==> src/prtuc_pkg.sv <==
// Types and constants of the projective ratio to unit circle block
package prtuc_pkg;

    localparam int NUM_W    = 32;
    localparam int OUT_W    = 18;
    localparam int STATUS_W = 2;
    localparam int LIMIT_W  = 16;
    localparam int MUL_W    = 16;
    localparam int FRAC_BITS = 16;
    localparam int QUO_W    = FRAC_BITS + 1;

    localparam logic [LIMIT_W-1:0] LIMIT_MIN   = 16'd1;
    localparam logic [LIMIT_W-1:0] LIMIT_MAX   = 16'd46340;
    localparam logic [LIMIT_W-1:0] LIMIT_RESET = 16'd32767;

    localparam logic [STATUS_W-1:0] STATUS_ZERO = 2'd0;
    localparam logic [STATUS_W-1:0] STATUS_DIV  = 2'd1;
    localparam logic [STATUS_W-1:0] STATUS_INF  = 2'd2;

    localparam logic signed [OUT_W-1:0] Q16_ONE = 18'sd65536;

endpackage

==> src/prtuc_ser_mul.sv <==
// Bit-serial 16x16 unsigned multiplier, one multiplier bit per cycle
module prtuc_ser_mul
    import prtuc_pkg::*;
(
    input  logic                 clk,
    input  logic                 rst_n,
    input  logic                 start,
    input  logic [MUL_W-1:0]     a,
    input  logic [MUL_W-1:0]     b,
    output logic                 done,
    output logic [2*MUL_W-1:0]   product
);

    localparam int CNT_W = $clog2(MUL_W);

    logic [MUL_W-1:0]   mcand_reg, mcand_next;
    logic [2*MUL_W-1:0] acc_reg, acc_next;
    logic [CNT_W-1:0]   cnt_reg, cnt_next;
    logic               busy_reg, busy_next;
    logic               done_reg, done_next;
    logic [MUL_W:0]     sum;

    // upper half plus selected multiplicand; lower half still holds multiplier bits
    assign sum = {1'b0, acc_reg[2*MUL_W-1:MUL_W]} + {1'b0, (acc_reg[0] ? mcand_reg : '0)};

    always_comb
    begin
        mcand_next = mcand_reg;
        acc_next   = acc_reg;
        cnt_next   = cnt_reg;
        busy_next  = busy_reg;
        done_next  = 1'b0;
        if (start)
        begin
            mcand_next = a;
            acc_next   = {{MUL_W{1'b0}}, b};
            cnt_next   = '0;
            busy_next  = 1'b1;
        end
        else if (busy_reg)
        begin
            acc_next = {sum, acc_reg[MUL_W-1:1]};
            cnt_next = cnt_reg + 1'b1;
            if (cnt_reg == CNT_W'(MUL_W - 1))
            begin
                busy_next = 1'b0;
                done_next = 1'b1;
            end
        end
    end

    always_ff @(posedge clk or negedge rst_n)
    begin
        if (!rst_n)
        begin
            busy_reg <= 1'b0;
            done_reg <= 1'b0;
            cnt_reg  <= '0;
        end
        else
        begin
            busy_reg <= busy_next;
            done_reg <= done_next;
            cnt_reg  <= cnt_next;
        end
    end

    always_ff @(posedge clk)
    begin
        mcand_reg <= mcand_next;
        acc_reg   <= acc_next;
    end

    assign done    = done_reg;
    assign product = acc_reg;

endmodule

==> config.mk <==
export PLATFORM = sky130hd
export DESIGN_NAME = prtuc_ser_mul
export DESIGN_NICKNAME = d
export VERILOG_FILES = /design/src/prtuc_pkg.sv /design/src/prtuc_ser_mul.sv
export SDC_FILE = /design/constraint.sdc
export NUM_CORES = 1
export LEC_CHECK = 0
export BUFFER_PORTS_ARGS = -buffer_cell sky130_fd_sc_hd__buf_2
export CORE_MARGIN = 2
export CORE_UTILIZATION = 40
export DETAILED_ROUTE_END_ITERATION = 7
export PLACE_DENSITY_LB_ADDON = 0.05
export SLEW_MARGIN = 20
export SYNTH_ARGS = -nofsm -noshare
export SYNTH_HDL_FRONTEND = slang
export SYNTH_SLANG_ARGS = --single-unit
==> constraint.sdc <==
create_clock -name clk -period 2.6 [get_ports clk]
set_input_delay 0.13 -clock clk [delete_from_list [all_inputs] [get_ports clk]]
set_output_delay 0.13 -clock clk [all_outputs]
set_load 0.005 [all_outputs]
==> flow_metrics.py <==
metrics = {
    "status": {
        "outcome": "completed",
    },
    "detailed_routing": {
        "drcViolationCount": 0,
        "wl_mm": 6.404,
        "firstDrtPassIters": 4,
        "drt_iter0_drc": 103,
        "via_per_inst": 5.109,
        "wl_per_cell_um": 14.29,
        "postRouteAntennaNets": 0,
        "num_vias": 2289,
    },
    "clock_tree": {
        "cts_max_path_buffers": 2,
        "cts_sinks": 54,
        "clk_pin_slew_worst_paths_ns": 0.11,
        "cts-root-buf": "clkbuf_8",
        "htree_num_levels": 2,
        "cts_tree": "built",
        "clock_latency_ns": 0.31,
        "cts_buffers": 5,
    },
    "synth": {
        "syn_area_um2": 2935,
        "syn_area_per_cell_um2": 11.25,
        "muxShareOfSynthArea": 0.08184,
        "async_flop_share": 0.1111,
        "yosys_warnings": 0,
        "synth_top_family_by_area": "simple AND/OR/NAND/NOR gates",
        "synthCells": 261,
        "ys_ff_latch": 54,
        "syn_nets": 314,
        "synth.distinct_cells": 50,
        "synth_compound_area_frac": 0.1517,
        "synth-adder-area-share": 0.07928,
        "synth-edff-count": 32,
        "ys_seq_area_frac": 0.4876,
        "synth-simple-area-share": 0.1564,
        "synthXorXnorAreaFrac": 0.02685,
        "ys.flop_type": "edfxtp_1",
    },
    "die": {
        "die_h_um": 89.67,
        "initial_core_util": 0.4091,
        "io_pins": 68,
        "row_count": 31,
        "coreArea_um2": 7176,
        "die_w_um": 89.67,
        "die_area_um2": 8040,
    },
    "layout": {
        "largest_reg_flops": 32,
        "drive_gt1_frac": 0.3066,
        "fin_util": 0.5128,
        "layout_common_cells": "67 x buf_2, 32 x edfxtp_1, 20 x and2_1, 19 x nor2_1",
        "syn_to_final_growth_pct": 25.36,
        "final_common_cell": "buf_2",
        "antennaDiodeCount": 0,
        "fin_nets": 401,
    },
    "place": {
        "dpl.hpwl_mm": 4.711,
        "globalplace.congestion": 0.8210,
        "portBuffers": 67,
    },
    "global_route": {
        "grt_use_total": 0.1668,
        "gr-usage-met2": 0.2680,
        "grt_most_used_layer": "met2",
        "grt_pass1_wl_mm": 10.31,
        "overflow": 0,
        "met3_usage": 0.03382,
        "grt_max_degree": 36,
        "grt_use_met1": 0.2317,
        "antenna_found_initial": 0,
        "grt_pass1_vias": 2171,
    },
    "worst_setup_path": {
        "cp_data_arrival_time_ns": 2.61,
        "critPathRequiredTime_ns": 2.80,
        "startpoint_type": "flop",
        "crit_slowest_cell": "edfxtp_1",
        "crit_path_end_kind": "flop",
        "path_class": "flop to flop",
        "crit_chain": "and2_1 > ha_1 > fa_1 > a21o_1 > a221oi_4 > o21bai_1 > o211ai_1 > a211oi_1",
        "worstPathMaxFanout": 6,
        "slowest_delay_ns": 0.43,
    },
    "timing": {
        "maxSlewViolCount": 0,
        "timing.slew.headroom": 0.5260,
        "setup_viol": 0,
        "final-hold-violation-count": 0,
        "timing.fmax_ghz": 0.4154,
        "post-route-period-util": 0.9258,
        "clock_skew_ns": 0.01240,
        "fin_crit_ns": 2.407,
        "worstMarginPinSlew_ns": 0.7084,
    },
    "power": {
        "switching_share": 0.3014,
        "sequentialPowerShare": 0.467,
        "irDropWorstVdd_mv": 0.2283,
        "power_density_nw_per_um2": 637.2,
        "leakage_nw": 1.599,
        "power.total_mw": 2.345,
        "switching_power_mw": 0.7067,
        "clock_power_share": 0.246,
        "internal_power_mw": 1.638,
        "comb_power_share": 0.288,
    },
    "worst_hold_path": {
        "hp-class": "primary input to flop",
    },
    "flow_run": {
        "max_cap_viol_count": 0,
    },
}
-- final timing paths --
kind | slack (ns) | endpoint | cells past startpoint | from
setup reg to reg | 0.19 | product[31] | 8 | product[0]
min in group asynchronous | 0.16 | done | 2 | rst_n
hold reg to reg | 0.50 | product[25] | 2 | product[25]
setup / recovery | 0.19 | product[31] | 8 | product[0]
hold / removal | 0.12 | product[11] | 2 | b[11]
max in group asynchronous | 2.30 | cnt_reg[1] | 2 | rst_n
-- power groups by stage --
stage / Clock (mW) / Combinational (mW) / Sequential, mW
after floorplan: 0 / 0.433 / 1.11
after global placement: 0 / 0.648 / 1.11
after detailed placement: 0 / 0.647 / 1.12
after CTS: 0.599 / 0.672 / 1.10
after global routing: 0.632 / 0.756 / 1.11
final: 0.576 / 0.675 / 1.09
-- synth_stat cells, types with 7 or more instances --
cell      instances  area, um2
edfxtp_1         32      960.9
and2_1           20      125.1
nand2_1          17      63.81
nor2_1           19      71.32
clkbuf_1          8      30.03
o21ai_0          10      50.05
xnor2_1           7      61.31
ha_1             17      212.7
a21oi_1          14      70.07
dfxtp_1          16      320.3
mux2_2           16      180.2
-- repair_timing --
item / 4_1_cts / 5_1_grt
hold endpoints to repair: 22 / 0
hold buffers: 17 / 0
endpoints found under the setup margin: 0 / 2
resized for setup: 0 / 1
buffers inserted: 0 / 2
-- logic make-up after synthesis --
| logic type | count (synthesis) |
|---|---|
| adders and majority gates | 18 |
| AOI/OAI and AO/OA | 60 |
| buffers and inverters | 12 |
| muxes | 22 |
| DFF | 54 |
| and+or+nand+nor | 86 |
| xor gates and xnor gates | 9 |
-- metrics by stage --
stage	setup TNS [ns]	hold WS [ns]	instance area [um2]	instances	setup slack, ns
CTS	0	0.1128	3665	446	0.1473
finish	0	0.1203	3680	448	0.1928
global placement	0	-0.04113	3385	421	0.2079
floorplan	0	-0.1656	2935	261	0.1882
global route	-0.02159	0.1075	3680	448	-0.02159
detailed placement	0	-0.03760	3385	421	0.1724
-- area by class of cell --
| type | count | area (um2) |
|---|---|---|
| fillers | 664 | 3496 |
| multi-input cells | 195 | 1456 |
| flip-flops and latches | 54 | 1431 |
| repair buffers | 90 | 550.5 |
| well taps | 99 | 123.9 |
| clock buffers | 6 | 72.57 |
| clock inverters | 2 | 37.54 |
| inverters | 2 | 7.507 |
-- critical path: cells and delay by family (launching register included) --
kind / cells / cell delay (ns)
AOI/OAI and AO/OA: 5 / 1.10
and+or+nand+nor: 1 / 0.17
DFF: 1 / 0.43
adders and majority gates: 2 / 0.61
-- per-layer routing --
metal,wire (um),vias up
li1,-,1149
met1,2968,1058
met2,2982,76
met3,390,6
met4,63,0
met5,0,-
(Power assumes the default switching activity.)
