**config.mk**
```make
export PLATFORM = sky130hd
export DESIGN_NAME = prtuc_ser_div
export DESIGN_NICKNAME = d
export VERILOG_FILES = /design/src/prtuc_pkg.sv /design/src/prtuc_ser_div.sv
export SDC_FILE = /design/constraint.sdc
export NUM_CORES = 1
export LEC_CHECK = 0
export ABC_CLOCK_PERIOD_IN_PS = 3600
export BUFFER_PORTS_ARGS = -buffer_cell sky130_fd_sc_hd__buf_2
export CAP_MARGIN = 20
export CORE_ASPECT_RATIO = 1.5
export CORE_UTILIZATION = 58
export CTS_CLUSTER_DIAMETER = 150
export DETAILED_ROUTE_END_ITERATION = 8
export PLACE_DENSITY = 0.81
export SLEW_MARGIN = 20
export SYNTH_ARGS = -nofsm -noshare
export SYNTH_HDL_FRONTEND = slang
export SYNTH_SLANG_ARGS = --single-unit
```
**constraint.sdc**
```tcl
create_clock -name clk -period 3.6 [get_ports clk]
set_input_delay 0.72 -clock clk [delete_from_list [all_inputs] [get_ports clk]]
set_output_delay 0.72 -clock clk [all_outputs]
set_load 0.02 [all_outputs]
```
**src/prtuc_pkg.sv**
```systemverilog
// Types and constants of the projective ratio to unit circle block
package prtuc_pkg;

    localparam int NUM_W    = 32;
    localparam int OUT_W    = 18;
    localparam int STATUS_W = 2;
    localparam int LIMIT_W  = 16;
    localparam int MUL_W    = 16;
    localparam int FRAC_BITS = 16;
    localparam int QUO_W    = FRAC_BITS + 1;

    localparam logic [LIMIT_W-1:0] LIMIT_MIN   = 16'd1;
    localparam logic [LIMIT_W-1:0] LIMIT_MAX   = 16'd46340;
    localparam logic [LIMIT_W-1:0] LIMIT_RESET = 16'd32767;

    localparam logic [STATUS_W-1:0] STATUS_ZERO = 2'd0;
    localparam logic [STATUS_W-1:0] STATUS_DIV  = 2'd1;
    localparam logic [STATUS_W-1:0] STATUS_INF  = 2'd2;

    localparam logic signed [OUT_W-1:0] Q16_ONE = 18'sd65536;

endpackage

```
**src/prtuc_ser_div.sv**
```systemverilog
// Restoring divider, one Q16 quotient bit per cycle, signed result
module prtuc_ser_div
    import prtuc_pkg::*;
(
    input  logic                    clk,
    input  logic                    rst_n,
    input  logic                    start,
    input  logic                    neg,
    input  logic [NUM_W-1:0]        num,
    input  logic [NUM_W-1:0]        den,
    output logic                    done,
    output logic signed [OUT_W-1:0] quot
);

    localparam int CNT_W = $clog2(QUO_W);

    logic [NUM_W-1:0] rem_reg, rem_next;
    logic [QUO_W-1:0] bits_reg, bits_next;
    logic [QUO_W-1:0] q_reg, q_next;
    logic [NUM_W-1:0] den_reg, den_next;
    logic             neg_reg, neg_next;
    logic [CNT_W-1:0] cnt_reg, cnt_next;
    logic             busy_reg, busy_next;
    logic             done_reg, done_next;
    logic [NUM_W:0]   shifted;
    logic [NUM_W:0]   trial;
    logic             fits;
    logic [OUT_W-1:0] q_ext;

    assign shifted = {rem_reg, bits_reg[QUO_W-1]};
    assign trial   = shifted - {1'b0, den_reg};
    assign fits    = !trial[NUM_W];

    always_comb
    begin
        rem_next  = rem_reg;
        bits_next = bits_reg;
        q_next    = q_reg;
        den_next  = den_reg;
        neg_next  = neg_reg;
        cnt_next  = cnt_reg;
        busy_next = busy_reg;
        done_next = 1'b0;
        if (start)
        begin
            // dividend is num << FRAC_BITS; top bits already below den
            rem_next  = {1'b0, num[NUM_W-1:1]};
            bits_next = {num[0], {(QUO_W-1){1'b0}}};
            q_next    = '0;
            den_next  = den;
            neg_next  = neg;
            cnt_next  = '0;
            busy_next = 1'b1;
        end
        else if (busy_reg)
        begin
            rem_next  = fits ? trial[NUM_W-1:0] : shifted[NUM_W-1:0];
            bits_next = {bits_reg[QUO_W-2:0], 1'b0};
            q_next    = {q_reg[QUO_W-2:0], fits};
            cnt_next  = cnt_reg + 1'b1;
            if (cnt_reg == CNT_W'(QUO_W - 1))
            begin
                busy_next = 1'b0;
                done_next = 1'b1;
            end
        end
    end

    always_ff @(posedge clk or negedge rst_n)
    begin
        if (!rst_n)
        begin
            busy_reg <= 1'b0;
            done_reg <= 1'b0;
            cnt_reg  <= '0;
        end
        else
        begin
            busy_reg <= busy_next;
            done_reg <= done_next;
            cnt_reg  <= cnt_next;
        end
    end

    always_ff @(posedge clk)
    begin
        rem_reg  <= rem_next;
        bits_reg <= bits_next;
        q_reg    <= q_next;
        den_reg  <= den_next;
        neg_reg  <= neg_next;
    end

    assign q_ext = {{(OUT_W-QUO_W){1'b0}}, q_reg};
    assign quot  = neg_reg ? $signed(~q_ext + 1'b1) : $signed(q_ext);
    assign done  = done_reg;

endmodule

```
==> flow_summary.json <==
{
  "p_per_area_nw_per_um2": 844.7,
  "critPathLaunchType": "flip-flop",
  "synth_fp_nets": 724,
  "die_y_um": 125.6,
  "worst_slew_pin_slew_ps": 722.5,
  "dp_slack_ps": 92.44,
  "tns_ps": 0,
  "critical_path_arrival_ps": 3620,
  "core-area_um2": 9799,
  "fmax_mhz": 293.7,
  "ant_nets": 0,
  "die_w_um": 84.38,
  "drtPass1Iterations": 9,
  "p_switching_uw": 2523,
  "routedWlPerCell_um": 17.56,
  "leakagePower_uw": 0.003090,
  "p_comb_share_pct": 56.4,
  "drive_gt1_share_pct": 19.18,
  "post_synth_num_cell_types": 64,
  "ir_worst_vdd_mv": 0.5187,
  "cts_root_buf": "clkbuf_16",
  "cts_tree": "built",
  "hp-class": "input port to asynchronous set/reset pin",
  "vias_per_cell": 6.240,
  "syn_avg_cell_area_um2": 9.523,
  "place.gp.congestion": 0.9908,
  "routed_wl_um": 14470,
  "final_cells": 824,
  "final_area_um2": 6817,
  "setup_viol": 0,
  "grt_pass1_vias": 4999,
  "worstReg2RegStart": "bits_reg[16]$_SDFFCE_PN0P_",
  "port_buffers": 86,
  "synth-edff-count": 65,
  "overflow": 0,
  "nFillCells": 795,
  "cp.required_ps": 3820,
  "path_clk_slew_ps": 70,
  "crit_path_end_kind": "flip-flop",
  "antenna_found_initial": 0,
  "synth_top_area_share_pct": 33.06,
  "fin_crit_ps": 3405,
  "synthCells": 620,
  "maxSlewViolCount": 0,
  "intPower_uw": 3235,
  "die_area_um2": 10600,
  "htreeDepth": 3,
  "grt_max_degree": 60,
  "slew_headroom_pct": 51.78,
  "drcViolationCount": 4,
  "synth-async-reset-ratio_pct": 7.778,
  "skew_ps": 8.765,
  "clock_sinks": 90,
  "fin_nets": 808,
  "rsz0062_at_grt": "yes",
  "syn_area_um2": 5904,
  "pwr-share-clk_pct": 16.2,
  "grt_usage_pct": 28.36,
  "clock_latency_ps": 350,
  "placedCellCount": 805,
  "yosysSeqAreaShare_pct": 42.13,
  "area_growth_pct": 15.45,
  "startpoint": "bits_reg[16]$_SDFFCE_PN0P_",
  "rows": 44,
  "p_seq_share_pct": 27.4,
  "n_antenna_cell": 0,
  "synth_largest_area_cell": "edfxtp_1",
  "dr.first_iter.drc_count": 401,
  "postCtsHoldBufs": 0,
  "fin_util_pct": 69.56,
  "via_count": 5142,
  "cts_buffers": 9,
  "clockBufferDepth": 2,
  "violations": "DRC",
  "grt_pass1_wl_um": 23840,
  "num_io_pins": 87,
  "start_util_pct": 60.25,
  "synth-seq-cells": 90,
  "maxCapViolCount": 0,
  "status": "finished with violations",
  "netlist_top_cells_area": "edfxtp_1 (33%), ha_1 (7.4%), dfxtp_1 (6.1%)",
  "postPlaceCellArea_um2": 6467,
  "crit_type": "flip-flop to flip-flop",
  "yosysWarnings": 0,
  "dp_hpwl_um": 10460,
  "fin_crit_sh_pct": 94.59,
  "final_hold_viol_count": 0,
  "synthFlopType": "edfxtp_1",
  "switching_share_pct": 43.82,
  "layout_setup_ws_ps": 194.7,
  "cp_max_fo": 13
}
==> cells by family (layout without fill, tap and decap cells) <==
family | count (synthesis) | in the layout | share of synthesized area [%]
flops | 90 | 90 | 42.13
fa+ha+maj | 36 | 36 | 7.756
buf+inv | 86 | 175 | 5.912
mux | 18 | 18 | 3.051
simple gates | 178 | 178 | 14.54
compound gates | 171 | 171 | 20.53
xor+xnor | 41 | 41 | 6.082
==> layout make-up <==
cell class | count | area [um2] | area share (%)
Tap cell | 115 | 143.9 | 2.111
Sequential cell | 90 | 2487 | 36.49
Clock buffer | 9 | 225.2 | 3.304
Inverter | 54 | 202.7 | 2.974
Timing Repair Buffer | 105 | 588.1 | 8.627
Clock inverter | 7 | 66.31 | 0.9728
Multi-Input combinational cell | 444 | 3103 | 45.52
==> synthesized netlist by cell type (all sizes together) (3+ instances only) <==
master,n
nor2,50
and3,5
clkbuf,19
xor2,11
o211ai,12
dfrtp,7
nor4,9
a21oi,31
o21ai,33
nand3,16
o2111ai,3
a211oi,7
nor2b,7
a31oi,16
o41ai,4
nand4,9
buf,13
o211a,3
o21bai,3
dfxtp,18
o311ai,5
edfxtp,65
nand2b,5
a21o,15
inv,53
o31ai,9
o31a,3
and2,10
nor3,12
ha,35
a311o,7
a221o,3
mux2i,18
a2111oi,3
xnor2,30
nand2,45
o21a,3
==> layout by cell type, fill, tap and decap left out, types with 4 or more instances in the layout <==
| cell type | Yosys | final |
|---|---|---|
| edfxtp_1 | 65 | 65 |
| and2_1 | 10 | 10 |
| o211ai_1 | 12 | 12 |
| nand2_1 | 45 | 44 |
| nor3_1 | 12 | 12 |
| o41ai_1 | 4 | 4 |
| inv_1 | 53 | 53 |
| a31oi_1 | 16 | 16 |
| a21o_1 | 15 | 14 |
| a211oi_1 | 5 | 5 |
| o21ai_1 | 10 | 10 |
| xnor2_1 | 30 | 30 |
| dfxtp_1 | 18 | 18 |
| and3_1 | 5 | 4 |
| nand4_1 | 9 | 9 |
| o21ai_0 | 22 | 22 |
| buf_4 | 1 | 19 |
| clkbuf_16 | 0 | 9 |
| xor2_1 | 11 | 11 |
| mux2i_1 | 18 | 18 |
| nand2b_1 | 5 | 5 |
| nor2_1 | 49 | 49 |
| a311o_1 | 7 | 7 |
| a21oi_1 | 30 | 30 |
| o311ai_1 | 5 | 5 |
| dfrtp_1 | 7 | 7 |
| o31ai_1 | 9 | 9 |
| nor2b_1 | 7 | 7 |
| ha_1 | 35 | 35 |
| nor4_1 | 9 | 6 |
| buf_2 | 6 | 85 |
| nand3_1 | 16 | 16 |
==> power by group through the flow <==
stage	clock network, uW	logic (uW)	registers [uW]
after floorplan	0	2360	1520
after global placement	0	3000	1590
after detailed placement	0	3070	1590
after CTS	944	3110	1570
after global routing	979	3560	1600
final	934	3240	1580
==> through the flow <==
stage	total power (uW)	hold slack [ps]
after floorplan	3876	424.4
after global placement	4584	518.6
after detailed placement	4663	531.1
after CTS	5628	184.3
after global routing	6142	194.7
final	5758	187.2
==> final timing paths <==
| kind | end | slack (ps) | cells past startpoint |
|---|---|---|---|
| worst max-delay path | rem_reg[20]$_DFFE_PP_ | 190 | 13 |
| worst min-delay path | cnt_reg[2]$_DFFE_PN0P_ | 190 | 1 |
| worst max register to register | rem_reg[20]$_DFFE_PP_ | 190 | 13 |
| worst min register to register | q_reg[0]$_SDFFE_PP0P_ | 560 | 2 |
| max in group asynchronous | cnt_reg[4]$_DFFE_PN0P_ | 3250 | 1 |
| min in group clk | den_reg[29]$_DFFE_PP_ | 540 | 1 |
==> metal layers <==
| metal | wire (um) | vias to the layer above | track usage (%) |
|---|---|---|---|
| met3 | 884 | 43 | 3.960 |
| met2 | 7334 | 228 | 49.23 |
| met5 | 0 | - | 0 |
| met4 | 542 | 0 | 13.66 |
| met1 | 5705 | 2413 | 34.52 |
| li1 | - | 2458 | - |
==> what timing repair did <==
action                                  4_1_cts  5_1_grt
resized for setup                             0        9
hold endpoints to repair                      0        0
buffers inserted                              0        3
endpoints found under the setup margin        0       29
==> worst max-delay path, cell delays in order, from the launching register on <==
cell and delay [ps]:
edfxtp_1 360, inv_1 80, ha_1 160, inv_1 50, fa_1 430, a211oi_2 270
o211ai_1 160, a32o_2 330, a2111oi_4 340, o21ai_2 160, and3_4 250, buf_4 200
nor4_1 310, a221o_1 150
No activity file was read; power rests on OpenSTA's default activity.
